==> src/rtl/ecn_ce_marker_byte_stream_unit_macros.svh <==
// Assertion macros for the ECN CE marker RTL.
// Each macro expects clk and arst_n to be visible in the module that uses it.
`ifndef ECN_CE_MARKER_BYTE_STREAM_UNIT_MACROS_SVH
`define ECN_CE_MARKER_BYTE_STREAM_UNIT_MACROS_SVH

// Same-cycle implication, checked out of reset.
`define ECNCE_ASSERT_IMP(label, ante, cons, msg) \
	label: assert property (@(posedge clk) disable iff (!arst_n) (ante) |-> (cons)) \
		else $error(msg);

// Next-cycle implication, checked out of reset.
`define ECNCE_ASSERT_NEXT(label, ante, cons, msg) \
	label: assert property (@(posedge clk) disable iff (!arst_n) (ante) |=> (cons)) \
		else $error(msg);

`endif

==> src/rtl/ecnce_pkg.sv <==
// Types and constants for the ECN CE marker on an Ethernet byte stream.
// No dependencies; imported by every module of the block.
package ecnce_pkg;

	typedef struct packed {
		logic [7:0]  in_byte;
		logic        first_byte;
		logic        last_byte;
		logic [15:0] queue_length;
	} item_t;

	typedef struct packed {
		logic [7:0] out_byte;
		logic       out_last;
		logic       byte_changed;
		logic       frame_congested;
		logic [2:0] frame_kind;
	} result_t;

	localparam int CFG_DATA_W = 16;

	// Configuration register indexes
	localparam logic REG_MARK_ENABLE     = 1'b0;
	localparam logic REG_QUEUE_THRESHOLD = 1'b1;

	// Frame kind codes
	localparam logic [2:0] KIND_OTHER      = 3'd0;
	localparam logic [2:0] KIND_IPV4       = 3'd1;
	localparam logic [2:0] KIND_IPV6       = 3'd2;
	localparam logic [2:0] KIND_PPPOE_IPV4 = 3'd3;
	localparam logic [2:0] KIND_PPPOE_IPV6 = 3'd4;

	localparam logic [7:0]  TYPE_OFFSET    = 8'd12;
	localparam logic [15:0] TYPE_PPPOE     = 16'h8864;
	localparam logic [15:0] TYPE_IPV4      = 16'h0800;
	localparam logic [15:0] TYPE_IPV6      = 16'h86DD;
	localparam logic [15:0] PPP_IPV4       = 16'h0021;
	localparam logic [15:0] PPP_IPV6       = 16'h0057;
	localparam logic [7:0]  CE_MASK_IPV4   = 8'h03;
	localparam logic [7:0]  CE_MASK_IPV6   = 8'h30;
	localparam logic [7:0]  OFFSET_MAX     = 8'hFF;

	// 0x8100 and 0x9100 differ only in bit 4 of the high byte.
	function automatic logic is_tag(input logic [7:0] hi, input logic [7:0] lo);
		logic vlan;
		logic other;
		vlan  = ((hi & 8'hEF) == 8'h81) && (lo == 8'h00);
		other = (hi == 8'h88) && ((lo == 8'hA8) || (lo == 8'h4C));
		return vlan || other;
	endfunction

endpackage

==> src/rtl/ecn_ce_marker_byte_stream_unit.sv <==
// ECN CE marker on an Ethernet byte stream: an accepted transaction goes from the input
// register through the parse logic to the result register, all advancing together; one
// byte per cycle sustained while the sink takes results.
// Reset clears marking (disabled), sets the queue threshold to 65535 and returns
// the frame parser to the start of a frame; both stages come out of reset empty.
// Depends on ecnce_pkg, ecnce_in_stage, ecnce_parser and ecnce_out_stage.
module ecn_ce_marker_byte_stream_unit #(
	parameter int MAX_TAGS = 4
) (
	input  logic                             clk,
	input  logic                             arst_n,
	input  logic                             item_valid,
	output logic                             item_ready,
	input  ecnce_pkg::item_t                 item,
	output logic                             result_valid,
	input  logic                             result_ready,
	output ecnce_pkg::result_t               result,
	input  logic                             cfg_we,
	input  logic                             cfg_index,
	input  logic [ecnce_pkg::CFG_DATA_W-1:0] cfg_data
);
	import ecnce_pkg::*;

	logic    valid_s1;
	item_t   item_s1;
	logic    out_free;
	logic    advance;
	result_t result_s1;

	assign advance = valid_s1 && out_free;

	ecnce_in_stage u_in_stage (
		.clk        (clk),
		.arst_n     (arst_n),
		.item_valid (item_valid),
		.item_ready (item_ready),
		.item       (item),
		.advance    (advance),
		.valid_s1   (valid_s1),
		.item_s1    (item_s1)
	);

	ecnce_parser #(
		.MAX_TAGS (MAX_TAGS)
	) u_parser (
		.clk       (clk),
		.arst_n    (arst_n),
		.cfg_we    (cfg_we),
		.cfg_index (cfg_index),
		.cfg_data  (cfg_data),
		.advance   (advance),
		.item_s1   (item_s1),
		.result    (result_s1)
	);

	ecnce_out_stage u_out_stage (
		.clk          (clk),
		.arst_n       (arst_n),
		.load_valid   (valid_s1),
		.load_ready   (out_free),
		.load_data    (result_s1),
		.result_valid (result_valid),
		.result_ready (result_ready),
		.result       (result)
	);

endmodule

==> src/rtl/ecnce_in_stage.sv <==
// Input register of the ECN CE marker: holds one accepted transaction.
// Depends on ecnce_pkg.
module ecnce_in_stage (
	input  logic             clk,
	input  logic             arst_n,
	input  logic             item_valid,
	output logic             item_ready,
	input  ecnce_pkg::item_t item,
	input  logic             advance,
	output logic             valid_s1,
	output ecnce_pkg::item_t item_s1
);
	import ecnce_pkg::*;

	// The register frees up in the same cycle that its content moves on.
	assign item_ready = !valid_s1 || advance;

	always_ff @(posedge clk or negedge arst_n) begin
		if (!arst_n) begin
			valid_s1 <= 1'b0;
		end else if (item_ready) begin
			valid_s1 <= item_valid;
		end
	end

	always_ff @(posedge clk) begin
		if (item_valid && item_ready) begin
			item_s1 <= item;
		end
	end

endmodule

==> src/rtl/ecnce_parser.sv <==
// Header walker and CE marking logic with the frame state and configuration registers.
// Depends on ecnce_pkg and the assertion macro header.
`include "ecn_ce_marker_byte_stream_unit_macros.svh"

module ecnce_parser #(
	parameter int MAX_TAGS = 4
) (
	input  logic                                clk,
	input  logic                                arst_n,
	input  logic                                cfg_we,
	input  logic                                cfg_index,
	input  logic [ecnce_pkg::CFG_DATA_W-1:0]    cfg_data,
	input  logic                                advance,
	input  ecnce_pkg::item_t                    item_s1,
	output ecnce_pkg::result_t                  result
);
	import ecnce_pkg::*;

	localparam int TAG_W = $clog2(MAX_TAGS + 1);
	localparam logic [TAG_W-1:0] TAG_LIMIT = TAG_W'(MAX_TAGS);

	localparam logic [2:0] PH_TYPE_HI = 3'd0;
	localparam logic [2:0] PH_TYPE_LO = 3'd1;
	localparam logic [2:0] PH_PPP_HI  = 3'd2;
	localparam logic [2:0] PH_PPP_LO  = 3'd3;
	localparam logic [2:0] PH_MARK    = 3'd4;
	localparam logic [2:0] PH_DONE    = 3'd5;

	logic             mark_enable_q;
	logic [15:0]      queue_threshold_q;

	logic [7:0]       offset_q;
	logic [2:0]       phase_q;
	logic [7:0]       field_hi_q;
	logic [7:0]       base_q;
	logic [TAG_W-1:0] tags_q;
	logic             congested_q;
	logic [2:0]       kind_q;

	logic [7:0]       cur_offset;
	logic [2:0]       cur_phase;
	logic [7:0]       cur_hi;
	logic [7:0]       cur_base;
	logic [TAG_W-1:0] cur_tags;
	logic             cur_congested;
	logic [2:0]       cur_kind;

	logic [7:0]       nxt_offset;
	logic [2:0]       nxt_phase;
	logic [7:0]       nxt_hi;
	logic [7:0]       nxt_base;
	logic [TAG_W-1:0] nxt_tags;
	logic [2:0]       nxt_kind;

	logic [7:0]       b;
	logic [15:0]      field;
	logic [7:0]       out_b;
	logic             changed;

	always_ff @(posedge clk or negedge arst_n) begin
		if (!arst_n) begin
			mark_enable_q     <= 1'b0;
			queue_threshold_q <= 16'hFFFF;
		end else if (cfg_we) begin
			case (cfg_index)
				REG_MARK_ENABLE:     mark_enable_q <= cfg_data[0];
				REG_QUEUE_THRESHOLD: queue_threshold_q <= cfg_data[15:0];
				default:             ;
			endcase
		end
	end

	// A first byte restarts the frame, so the stored state is bypassed with reset values.
	always_comb begin
		b = item_s1.in_byte;
		if (item_s1.first_byte) begin
			cur_offset    = '0;
			cur_phase     = PH_TYPE_HI;
			cur_hi        = '0;
			cur_base      = TYPE_OFFSET;
			cur_tags      = '0;
			cur_congested = mark_enable_q && (item_s1.queue_length > queue_threshold_q);
			cur_kind      = KIND_OTHER;
		end else begin
			cur_offset    = offset_q;
			cur_phase     = phase_q;
			cur_hi        = field_hi_q;
			cur_base      = base_q;
			cur_tags      = tags_q;
			cur_congested = congested_q;
			cur_kind      = kind_q;
		end
		field = {cur_hi, b};

		nxt_offset = (cur_offset != OFFSET_MAX) ? cur_offset + 8'd1 : cur_offset;
		nxt_phase  = cur_phase;
		nxt_hi     = cur_hi;
		nxt_base   = cur_base;
		nxt_tags   = cur_tags;
		nxt_kind   = cur_kind;
		out_b      = b;
		changed    = 1'b0;

		case (cur_phase)
			PH_TYPE_HI: begin
				if (cur_offset == cur_base) begin
					nxt_hi    = b;
					nxt_phase = PH_TYPE_LO;
				end
			end
			PH_TYPE_LO: begin
				if (is_tag(cur_hi, b)) begin
					if (cur_tags < TAG_LIMIT) begin
						nxt_tags  = cur_tags + TAG_W'(1);
						nxt_base  = cur_base + 8'd4;
						nxt_phase = PH_TYPE_HI;
					end else begin
						nxt_phase = PH_DONE;
					end
				end else if (field == TYPE_PPPOE) begin
					nxt_phase = PH_PPP_HI;
				end else if (field == TYPE_IPV4 || field == TYPE_IPV6) begin
					nxt_kind  = (field == TYPE_IPV4) ? KIND_IPV4 : KIND_IPV6;
					nxt_base  = cur_base + 8'd3;
					nxt_phase = PH_MARK;
				end else begin
					nxt_phase = PH_DONE;
				end
			end
			PH_PPP_HI: begin
				if (cur_offset == cur_base + 8'd8) begin
					nxt_hi    = b;
					nxt_phase = PH_PPP_LO;
				end
			end
			PH_PPP_LO: begin
				if (field == PPP_IPV4 || field == PPP_IPV6) begin
					nxt_kind  = (field == PPP_IPV4) ? KIND_PPPOE_IPV4 : KIND_PPPOE_IPV6;
					nxt_base  = cur_base + 8'd11;
					nxt_phase = PH_MARK;
				end else begin
					nxt_phase = PH_DONE;
				end
			end
			PH_MARK: begin
				if (cur_offset == cur_base) begin
					if (cur_congested) begin
						// Odd kinds carry IPv4: ECN sits in the TOS byte, else in the traffic class.
						out_b   = b | (cur_kind[0] ? CE_MASK_IPV4 : CE_MASK_IPV6);
						changed = 1'b1;
					end
					nxt_phase = PH_DONE;
				end
			end
			default: ;
		endcase

		result.out_byte        = out_b;
		result.out_last        = item_s1.last_byte;
		result.byte_changed    = changed;
		result.frame_congested = cur_congested;
		result.frame_kind      = nxt_kind;
	end

	always_ff @(posedge clk or negedge arst_n) begin
		if (!arst_n) begin
			offset_q    <= '0;
			phase_q     <= PH_TYPE_HI;
			field_hi_q  <= '0;
			base_q      <= TYPE_OFFSET;
			tags_q      <= '0;
			congested_q <= 1'b0;
			kind_q      <= KIND_OTHER;
		end else if (advance) begin
			if (item_s1.last_byte) begin
				offset_q    <= '0;
				phase_q     <= PH_TYPE_HI;
				field_hi_q  <= '0;
				base_q      <= TYPE_OFFSET;
				tags_q      <= '0;
				congested_q <= 1'b0;
				kind_q      <= KIND_OTHER;
			end else begin
				offset_q    <= nxt_offset;
				phase_q     <= nxt_phase;
				field_hi_q  <= nxt_hi;
				base_q      <= nxt_base;
				tags_q      <= nxt_tags;
				congested_q <= cur_congested;
				kind_q      <= nxt_kind;
			end
		end
	end

	`ECNCE_ASSERT_IMP(a_mark_needs_congestion, advance && result.byte_changed, result.frame_congested, "byte marked in a frame that is not congested")
	`ECNCE_ASSERT_IMP(a_mark_needs_kind, advance && result.byte_changed, result.frame_kind != KIND_OTHER, "byte marked in an unclassified frame")
	`ECNCE_ASSERT_NEXT(a_frame_end_clears, advance && item_s1.last_byte, offset_q == '0 && phase_q == PH_TYPE_HI && !congested_q, "frame state not cleared after the last byte")
	`ECNCE_ASSERT_IMP(a_tags_bounded, 1'b1, tags_q <= TAG_LIMIT, "tag count beyond its limit")

endmodule

==> src/rtl/ecnce_out_stage.sv <==
// Result register of the ECN CE marker: holds one result until the sink takes it.
// Depends on ecnce_pkg.
module ecnce_out_stage (
	input  logic               clk,
	input  logic               arst_n,
	input  logic               load_valid,
	output logic               load_ready,
	input  ecnce_pkg::result_t load_data,
	output logic               result_valid,
	input  logic               result_ready,
	output ecnce_pkg::result_t result
);
	import ecnce_pkg::*;

	assign load_ready = !result_valid || result_ready;

	always_ff @(posedge clk or negedge arst_n) begin
		if (!arst_n) begin
			result_valid <= 1'b0;
		end else if (load_ready) begin
			result_valid <= load_valid;
		end
	end

	always_ff @(posedge clk) begin
		if (load_valid && load_ready) begin
			result <= load_data;
		end
	end

endmodule

==> config.mk <==
export PLATFORM = sky130hd
export DESIGN_NAME = ecn_ce_marker_byte_stream_unit
export DESIGN_NICKNAME = d
export VERILOG_FILES = /design/src/rtl/ecnce_pkg.sv /design/src/rtl/ecn_ce_marker_byte_stream_unit.sv /design/src/rtl/ecnce_in_stage.sv /design/src/rtl/ecnce_parser.sv /design/src/rtl/ecnce_out_stage.sv
export VERILOG_INCLUDE_DIRS = /design/src /design/src/rtl
export SDC_FILE = /design/constraint.sdc
export NUM_CORES = 1
export LEC_CHECK = 0
export BUFFER_PORTS_ARGS = -buffer_cell sky130_fd_sc_hd__buf_4
export CAP_MARGIN = 25
export CELL_PAD_IN_SITES_DETAIL_PLACEMENT = 0
export CELL_PAD_IN_SITES_GLOBAL_PLACEMENT = 1
export CORE_ASPECT_RATIO = 0.75
export CORE_MARGIN = 4
export CORE_UTILIZATION = 50
export DETAILED_ROUTE_END_ITERATION = 6
export GPL_TIMING_DRIVEN = 0
export PLACE_DENSITY = 0.83
export REMOVE_ABC_BUFFERS = 1
export SYNTH_ARGS = -nofsm -noshare
export SYNTH_HDL_FRONTEND = slang
export SYNTH_HIERARCHICAL = 1
export SYNTH_SLANG_ARGS = --single-unit
==> constraint.sdc <==
create_clock -name clk -period 7.1 [get_ports clk]
set_clock_uncertainty 0.15 [all_clocks]
set_input_delay 1.42 -clock clk [delete_from_list [all_inputs] [get_ports clk]]
set_output_delay 1.42 -clock clk [all_outputs]
set_load 0.005 [all_outputs]
Word level (Yosys, flattened, before mapping)
Cells that the tools add are included.
Operators by class
  add/subtract/negate cells: 6
  mux-type cells: 48
  eq/ne operators: 16
  magnitude comparators: 2
  reduce and logical (&&, ||, !) cells: 18
  bitwise operators: 2
Operator list (number)
  8-bit 2-to-1 mux: 17
  3-bit 2-to-1 mux: 20
  16-bit == test (second input constant): 2
  8-bit one-hot mux with 2 select lines: 2
  8-bit by 4-bit adder with 8-bit output (second input constant): 2
  16-bit by 12-bit == test with 1-bit output (second input constant): 1
  16-bit by 6-bit == test with 1-bit output (second input constant): 1
  16-bit by 7-bit == test with 1-bit output (second input constant): 1
  8-bit == test: 2
  8-bit == test (second input constant): 2
  16-bit > comparator: 1
  3-bit one-hot mux with 5 select lines: 1
  8-bit by 1-bit adder with 8-bit output (second input constant): 1
  8-bit by 2-bit adder with 8-bit output (second input constant): 1
  8-bit by 3-bit adder with 8-bit output (second input constant): 1
  8-bit by 7-bit == test with 1-bit output (second input constant): 1
  8-bit zero test: 1
  8-bit != test (second input constant): 1
  8-bit bitwise OR: 1
  7-bit == test (second input constant): 1
  3-bit by 2-bit == test with 1-bit output (second input constant): 2
  1-bit logical OR: 6
  6-bit 2-to-1 mux: 1
  3-bit one-hot mux with 2 select lines: 1
  11 further kinds: 22
Storage, ports and cells
  register bits: 93
  output and inout bits: 16
  input bits: 48
  logic and storage cells: 112

Longest topological paths before layout
Gate-level depths: netlist of the first run.
  word-level depth: 8
  depth in mapped cells: 12
  mapped depth without buffers: 9

Hierarchy
Netlist of the first run, hierarchy kept.
Modules (own cells, without submodules)
  ecnce_parser: instances 1, area each 4165.2 µm², cells each 493
  ecnce_in_stage: instances 1, area each 834.6 µm², cells each 30
  ecnce_out_stage: instances 1, area each 474.2 µm², cells each 18
  ecn_ce_marker_byte_stream_unit: instances 1, area each 6.3 µm², cells each 1

Worst setup path before layout of the first run
Ideal clock, no wire load.
  path type: input-to-output
  start: input result_ready
  end: output item_ready
  setup slack: 3712 ps
  stages: 3
  buffers on the path: 0
  arrival: 1818 ps
  data required time: 5530 ps
  cell sequence: nand2b_4 -> and2_1 -> nand2b_4
On the way
  word-level cells in the longest chain between the ends: 3
RTL lines
  from (decl): RTL line ecn_ce_marker_byte_stream_unit.sv:16  | input logic result_ready,
  1-bit logical OR: RTL line ecnce_out_stage.sv:15  | assign load_ready = !result_valid || result_ready;
  1-bit logical AND: RTL line ecn_ce_marker_byte_stream_unit.sv:30  | assign advance = valid_s1 && out_free;
  named net advance: RTL line ecn_ce_marker_byte_stream_unit.sv:27  | logic advance;
  1-bit logical OR: RTL line ecnce_in_stage.sv:16  | assign item_ready = !valid_s1 || advance;
  to (decl): RTL line ecn_ce_marker_byte_stream_unit.sv:13  | output logic item_ready,
The timed path passes the listed nets, and every way through them passes these cells.

Worst setup path after layout of the first run
  start: input result_ready
  end: output item_ready
On the way
  word-level cells in the longest chain between the ends: 3
RTL lines
  1-bit logical OR: RTL line ecnce_out_stage.sv:15
  named net out_free: RTL line ecn_ce_marker_byte_stream_unit.sv:26  | logic out_free;
  1-bit logical AND: RTL line ecn_ce_marker_byte_stream_unit.sv:30
  named net advance: RTL line ecn_ce_marker_byte_stream_unit.sv:27
  1-bit logical OR: RTL line ecnce_in_stage.sv:16
The timed path passes the listed nets, and every way through them passes these cells.

==> results of run 1 <==
## flip-flops by register name, indices dropped and copies added, names as in the netlist
name and flops:
u_parser/base_q 8, u_parser/queue_threshold_q 16, u_parser/offset_q 8, u_in_stage/valid_s1 1, u_parser/congested_q 1, u_in_stage/item_s1 26, u_parser/tags_q 3, u_parser/field_hi_q 8
u_out_stage/result_valid 1, u_out_stage/result 14, u_parser/phase_q 3, u_parser/mark_enable_q 1, u_parser/kind_q 3
## layout by cell type (no fill, tap or decap), types with 6 or more instances in the layout
master	count
mux2_2	18
a21o_1	6
nand3_1	12
a31oi_1	8
clkbuf_16	10
a21oi_1	21
ha_1	21
nor2_1	39
o21ai_0	35
o31ai_1	9
nand4_1	14
dfrtp_1	35
dfstp_2	18
a22o_1	9
nor4_1	8
xor2_1	10
nor2b_1	11
inv_1	29
a211oi_1	6
nand2b_1	14
buf_4	63
nand2_1	32
or2_2	6
nor3_1	19
edfxtp_1	40
## synthesized netlist by cell type, types with 18 or more instances
| master | n | area, sq um |
|---|---|---|
| edfxtp_1 | 40 | 1200 |
| nor2_1 | 39 | 146 |
| dfrtp_1 | 35 | 876 |
| o21ai_0 | 35 | 175 |
| nand2_1 | 32 | 120 |
| inv_1 | 29 | 109 |
| clkbuf_1 | 23 | 86.3 |
| a21oi_1 | 21 | 105 |
| ha_1 | 21 | 263 |
| nor3_1 | 19 | 95.1 |
| dfstp_2 | 18 | 473 |
| mux2_2 | 18 | 203 |
## per-stage QoR
| step | area [sq um] | setup slack (ps) | util | cells | hold slack (ps) |
|---|---|---|---|---|---|
| floorplan | 5330 | 3250 | - | 511 | 299 |
| detailed placement | 6030 | 2570 | 0.575 | 712 | 321 |
| global route | 6400 | 3390 | 0.610 | 729 | 380 |
| global placement | 5980 | 2520 | 0.570 | 710 | 318 |
| CTS | 6380 | 2660 | 0.608 | 728 | 337 |
| finish | 6400 | 3420 | 0.610 | 729 | 335 |
## area by class of cell
class / instances / area (sq um) / share of cell area
Multi-Input combinational cell: 389 / 2680 / 0.418
Timing Repair Buffer: 66 / 553 / 0.0864
Tap cell: 136 / 170 / 0.0266
Sequential cell: 93 / 2550 / 0.398
Inverter: 29 / 109 / 0.0170
Clock inverter: 7 / 119 / 0.0186
Clock buffer: 9 / 225 / 0.0352
## logic make-up (layout without fill, tap and decap cells)
family | count (synthesis) | count (layout) | synth area share
xor gates and xnor gates | 12 | 12 | 0.0192
adders and majority gates | 21 | 21 | 0.0479
DFF | 93 | 93 | 0.465
AOI/OAI and AO/OA | 134 | 134 | 0.164
and+or+nand+nor | 199 | 199 | 0.211
muxes | 23 | 23 | 0.0461
buffers and inverters | 60 | 111 | 0.0466
## where the power goes
group          total [mW]  leakage [nW]  internal, mW  switching [mW]
clock network       0.561         0.164         0.346           0.215
registers           0.667          1.05         0.622          0.0450
logic               0.237          1.38         0.107           0.129
## per-layer routing
layer  vias up  track usage
met4         0       0.0500
li1       2119            -
met3        10       0.0612
met2       145        0.340
met1      2185        0.347
met5         -            0
## worst max path at each step
stage	to	slack (ps)	cells after the start
2_1_floorplan	item_ready	3250	3
3_3_place_gp	u_parser/field_hi_q[3]	2520	7
3_5_place_dp	u_parser/field_hi_q[7]	2570	7
4_1_cts	item_ready	2660	5
5_1_grt	u_parser/base_q[7]	3390	9
6_report	item_ready	3420	5
==> reports/results.ini, run 1 <==
[sta]
finalSetupViolations = 0
slew_headroom = 0.321
fin_crit_sh = 0.518
final.setup.tns_ps = 0
fmax_ghz = 0.272
worst_pin_slew_ps = 1010
rsz0062_at_grt = no
final-hold-violation-count = 0
layout_min_cycle_time_ps = 3680
maxSlewViolCount = 0

[finish]
syn2layout_area_growth_pct = 16.8
antennaDiodeCount = 0
nets = 657
drive_gt1_frac = 0.233
nFillCells = 865

[worst_hold_path]
hold_depth = 1
min_from = u_parser/tags_q[1]
hp-class = register to register
hold_end = u_parser/tags_q[1]

[place]
globalplace.congestion = 0.920
dp_hpwl_mm = 10.4
io_buffers = 63

[critical_path]
worstPathArrival_ps = 2110
worstReg2RegStart = u_in_stage/item_s1[17]
reg2reg_slack_ps = 3710
path_cells = buf_4, nand2b_4, and2_1, nand2b_4, buf_4
setup.worst_path.start = result_ready
critPathMaxFanout = 3
path_buf_inv = 2
worstPathRequired_ps = 5530
start_kind = input pin
cp_top_family = simple AND/OR/NAND/NOR gates
critPathKind = input pin to output pin
cp_slowest_stage_delay_ps = 170
worst_path_max_delay_cell = and2_1
worstRegToRegCells = 9
reg2reg_to = u_parser/base_q[7]
worstSetupEndpointType = output pin

[outcome]
status = finished clean

[synthesis]
ys_ff_latch = 93
netlist_area_sq_um = 5480
async_reset_ff_frac = 0.570
postSynthCellCount = 542
yosysWarnings = 6
synth_cell_types = 71
synth_ff_type = edfxtp_1
synth.avg_cell_area_sq_um = 10.1
synth_edf_count = 40
ys_seq_area_frac = 0.465

[floorplanning]
rows = 32
num_io_pins = 64
die_w_um = 129
die_h_um = 98.7
coreArea_sq_um = 10500
start_util = 0.522
dieArea_sq_um = 12700

[routing]
routed-wl-met3_mm = 1.01
vias_per_cell = 6.12
num_vias = 4459
wl_met1_mm = 6.87
first_pass_iters = 5
drt_iter0_markers = 457
drc = 0
antenna_left = 0
wl_met2_mm = 6.27
wl_per_cell_um = 19.6
maxUsedRoutingLayer = met4
routed_wl_mm = 14.3

[clocking]
clk_pin_slew_ps = 70
cts-root-buf = clkbuf_16
cts_sinks = 93
cts-buffers-inserted = 9
cts_tree = done
hold_buffers = 0
cts_resized = 0
clk_path_buf_depth = 2
htree_levels = 3
cts_setup_buffers = 0
worstSkewPairLatency_ps = 350

[grt]
grt_pass1_vias = 4330
grt_max_degree = 54
antenna_found_initial = 0
grt_pass1_wl_mm = 23.1
grt.overflow.total = 0
grtUsageTotal = 0.233

[pwr]
leakage_nw = 2.59
powerDensity_nw_per_um2 = 229
total_power_mw = 1.46
ir_drop_mv = 0.128

[flow_run]
max_cap_viol_count = 0

Note: power is estimated with default switching activity, not from simulation.
==> run 2: changes to the inputs <==
- ABC_AREA: not set -> 1
- CORE_UTILIZATION: 50 -> 40
- PLACE_DENSITY: 0.83 -> 0.74
- clock period: 7.1 -> 3.2 ns (I/O delays scaled with it)
==> run 2 against run 1 <==
  * Routed wire length up 31%
  * Core utilization is 13 points lower
  * Via count up 31%
  * Critical path type is now register to register
  * Critical endpoint is now u_parser/base_q[3]
  * Largest power group unchanged
  * Highest routed layer unchanged
==> reports/results.ini, run 2 <==
[sta]
holdWs_ps = 206  ; -129 ps
layout_min_cycle_time_ps = 3060
worst_pin_slew_ps = 924  ; -87.2 ps
final.setup.tns_ps = 0  ; unchanged
setup_ws_ps = 139  ; -3280 ps
fin_crit_sh = 0.957
final-hold-violation-count = 0  ; unchanged
finalSetupViolations = 0  ; unchanged
maxSlewViolCount = 0  ; unchanged
rsz0062_at_grt = yes
fmax_ghz = 0.327
slew_headroom = 0.383  ; +0.0619

[clocking]
clk_path_buf_depth = 2  ; unchanged
worstSkewPairLatency_ps = 360  ; about the same
cts-root-buf = clkbuf_16
cts_sinks = 93  ; unchanged
clk_pin_slew_ps = 80  ; about the same
cts_tree = done
htree_levels = 3  ; unchanged
cts-buffers-inserted = 9  ; unchanged

[critical_path]
path_cells = nand2_1, nand2_1, clkinvlp_4, clkinvlp_4, nor2_2, buf_4, inv_1, a21oi_1, nand2_1, a21oi_1, nor2_1
start_kind = register
worstPathRequired_ps = 3340  ; -2190 ps
cp_slowest_stage_delay_ps = 410  ; +240 ps
critPathKind = register to register
worstSetupEndpointType = register
cpMostUsedCell = nand2_1
critPathMaxFanout = 20  ; +17
worstPathArrival_ps = 3200  ; +1090 ps
worst_path_max_delay_cell = dfrtp_1
cp_top_family = buffers and inverters
path_buf_inv = 4  ; +2

[synthesis]
postSynthCellCount = 863  ; +59%
synth_ff_type = edfxtp_1
synth_edf_count = 40  ; unchanged
yosys-top-cells-area = edfxtp_1 19%, nand2_1 15%, dfrtp_1 14%, dfstp_2 7.4%, nand3_1 6.5%
synth_cell_types = 43  ; -39%
synthTopCellsByCount = 253 x nand2_1, 101 x inv_1, 83 x nand3_1
ys_seq_area_frac = 0.399  ; -0.0661
synth_most_common_cell = nand2_1
ys_ff_latch = 93  ; unchanged
synth.avg_cell_area_sq_um = 7.40  ; -27%
async_reset_ff_frac = 0.570  ; unchanged
yosysTopAreaCell = edfxtp_1
yosysWarnings = 6  ; unchanged
netlist_area_sq_um = 6390  ; +17%
post-synth-top-area-fraction = 0.188  ; -0.0311

[floorplanning]
die_h_um = 117  ; +19%
coreArea_sq_um = 15400  ; +47%
rows = 39  ; +22%
start_util = 0.414  ; -0.108
num_io_pins = 64  ; unchanged
die_w_um = 154  ; +19%
dieArea_sq_um = 18100  ; +42%

[routing]
num_vias = 5855  ; +31%
vias_per_cell = 5.17  ; -16%
drt_iter0_markers = 522  ; +14%
drc = 0  ; unchanged
antenna_left = 0  ; unchanged
routed_wl_mm = 18.7  ; +31%
first_pass_iters = 5  ; unchanged
wl_per_cell_um = 16.5  ; -16%

[grt]
grt.overflow.total = 0  ; unchanged
grt_pass1_wl_mm = 30.4  ; +32%
grtUsageTotal = 0.211  ; -0.0217
antenna_found_initial = 0  ; unchanged
grt_max_degree = 54  ; unchanged
grt_pass1_vias = 5614  ; +30%

[finish]
top_regs = u_in_stage/item_s1 (26), u_parser/queue_threshold_q (16), u_out_stage/result (14)
max_flop_register = u_in_stage/item_s1
final_util = 0.477  ; -0.133
nets = 992  ; +51%
syn2layout_area_growth_pct = 15.2
largest_reg_flops = 26  ; unchanged
most-common-layout-cells = 252 x nand2_1, 99 x inv_1, 83 x nand3_1
final_common_cell = nand2_1
drive_gt1_frac = 0.197  ; -0.0355
antennaDiodeCount = 0  ; unchanged

[pwr]
total_power_mw = 2.87  ; +96%
powerDensity_nw_per_um2 = 390  ; +71%
leakage_nw = 3.66  ; +41%
ir_drop_mv = 0.238  ; +85%

[worst_hold_path]
hp-class = input pin to asynchronous set/reset pin

[flow_run]
max_cap_viol_count = 0  ; unchanged

[place]
dp_slack_ps = -811  ; -3380 ps
globalplace.congestion = 0.878  ; -4.6%
dp_hpwl_mm = 13.6  ; +32%
io_buffers = 63  ; unchanged

[outcome]
status = finished clean

[run 2: final cells by class]
cell class	instances	area, sq um
Timing Repair Buffer	72	568
Clock inverter	7	67.6
Fill cell	1572	8060
Sequential cell	93	2550
Inverter	118	459
Tap cell	205	256
Clock buffer	9	225
Timing Repair inverter	1	5.00
Multi-Input combinational cell	628	3230
[run 2: worst paths after layout]
| path | start | endpoint | slack, ps | cells after the start |
|---|---|---|---|---|
| worst max-delay path | u_out_stage/result_valid | u_parser/base_q[3] | 140 | 11 |
| worst min-delay path | arst_n | u_in_stage/valid_s1 | 210 | 1 |
| worst max register to register | u_out_stage/result_valid | u_parser/base_q[3] | 140 | 11 |
| worst min register to register | u_in_stage/item_s1[16] | u_out_stage/result[5] | 320 | 0 |
| max in group asynchronous | arst_n | u_parser/base_q[5] | 2190 | 1 |
| min in group clk | item[5] | u_in_stage/item_s1[5] | 300 | 1 |
[run 2: repair_timing]
| item | in CTS | in global routing |
|---|---|---|
| hold buffers | 0 | 0 |
| setup endpoints to repair | 35 | 14 |
| cloned | 1 | 0 |
| setup buffers | 0 | 5 |
| resized for setup | 5 | 1 |
[run 2: logic make-up after synthesis]
kind of cell    Yosys count  share of synthesized area
flops                    93                      0.399
simple gates            490                      0.358
buf+inv                 142                     0.0983
compound gates          107                     0.0874
xor+xnor                  8                     0.0121
mux                       2                    0.00353
fa+ha+maj                21                     0.0411
[run 2: worst register-to-register path, stage by stage (launching register included)]
cell	delay [ps]
dfrtp_1	410
nand2_1	100
nand2_1	80
clkinvlp_4	340
clkinvlp_4	390
nor2_2	310
buf_4	260
inv_1	410
a21oi_1	280
nand2_1	70
a21oi_1	140
nor2_1	60
[run 2: power breakdown]
group / internal (mW) / leakage (nW) / switching [mW]
logic: 0.151 / 2.46 / 0.256
clock network: 0.548 / 0.145 / 0.528
registers: 1.35 / 1.05 / 0.0360
[run 2: per-layer routing]
metal | GRT usage | wire length [um]
met3 | 0.0320 | 1180
met4 | 0.0524 | 196
met1 | 0.337 | 9620
met2 | 0.295 | 7740
met5 | 0 | 0
[run 2: stage by stage]
stage,cells,instance area [sq um]
final,1133,7360
after CTS,1127,7300
after global routing,1133,7360
after global placement,1107,6940
after detailed placement,1110,6990
after floorplan,839,6210
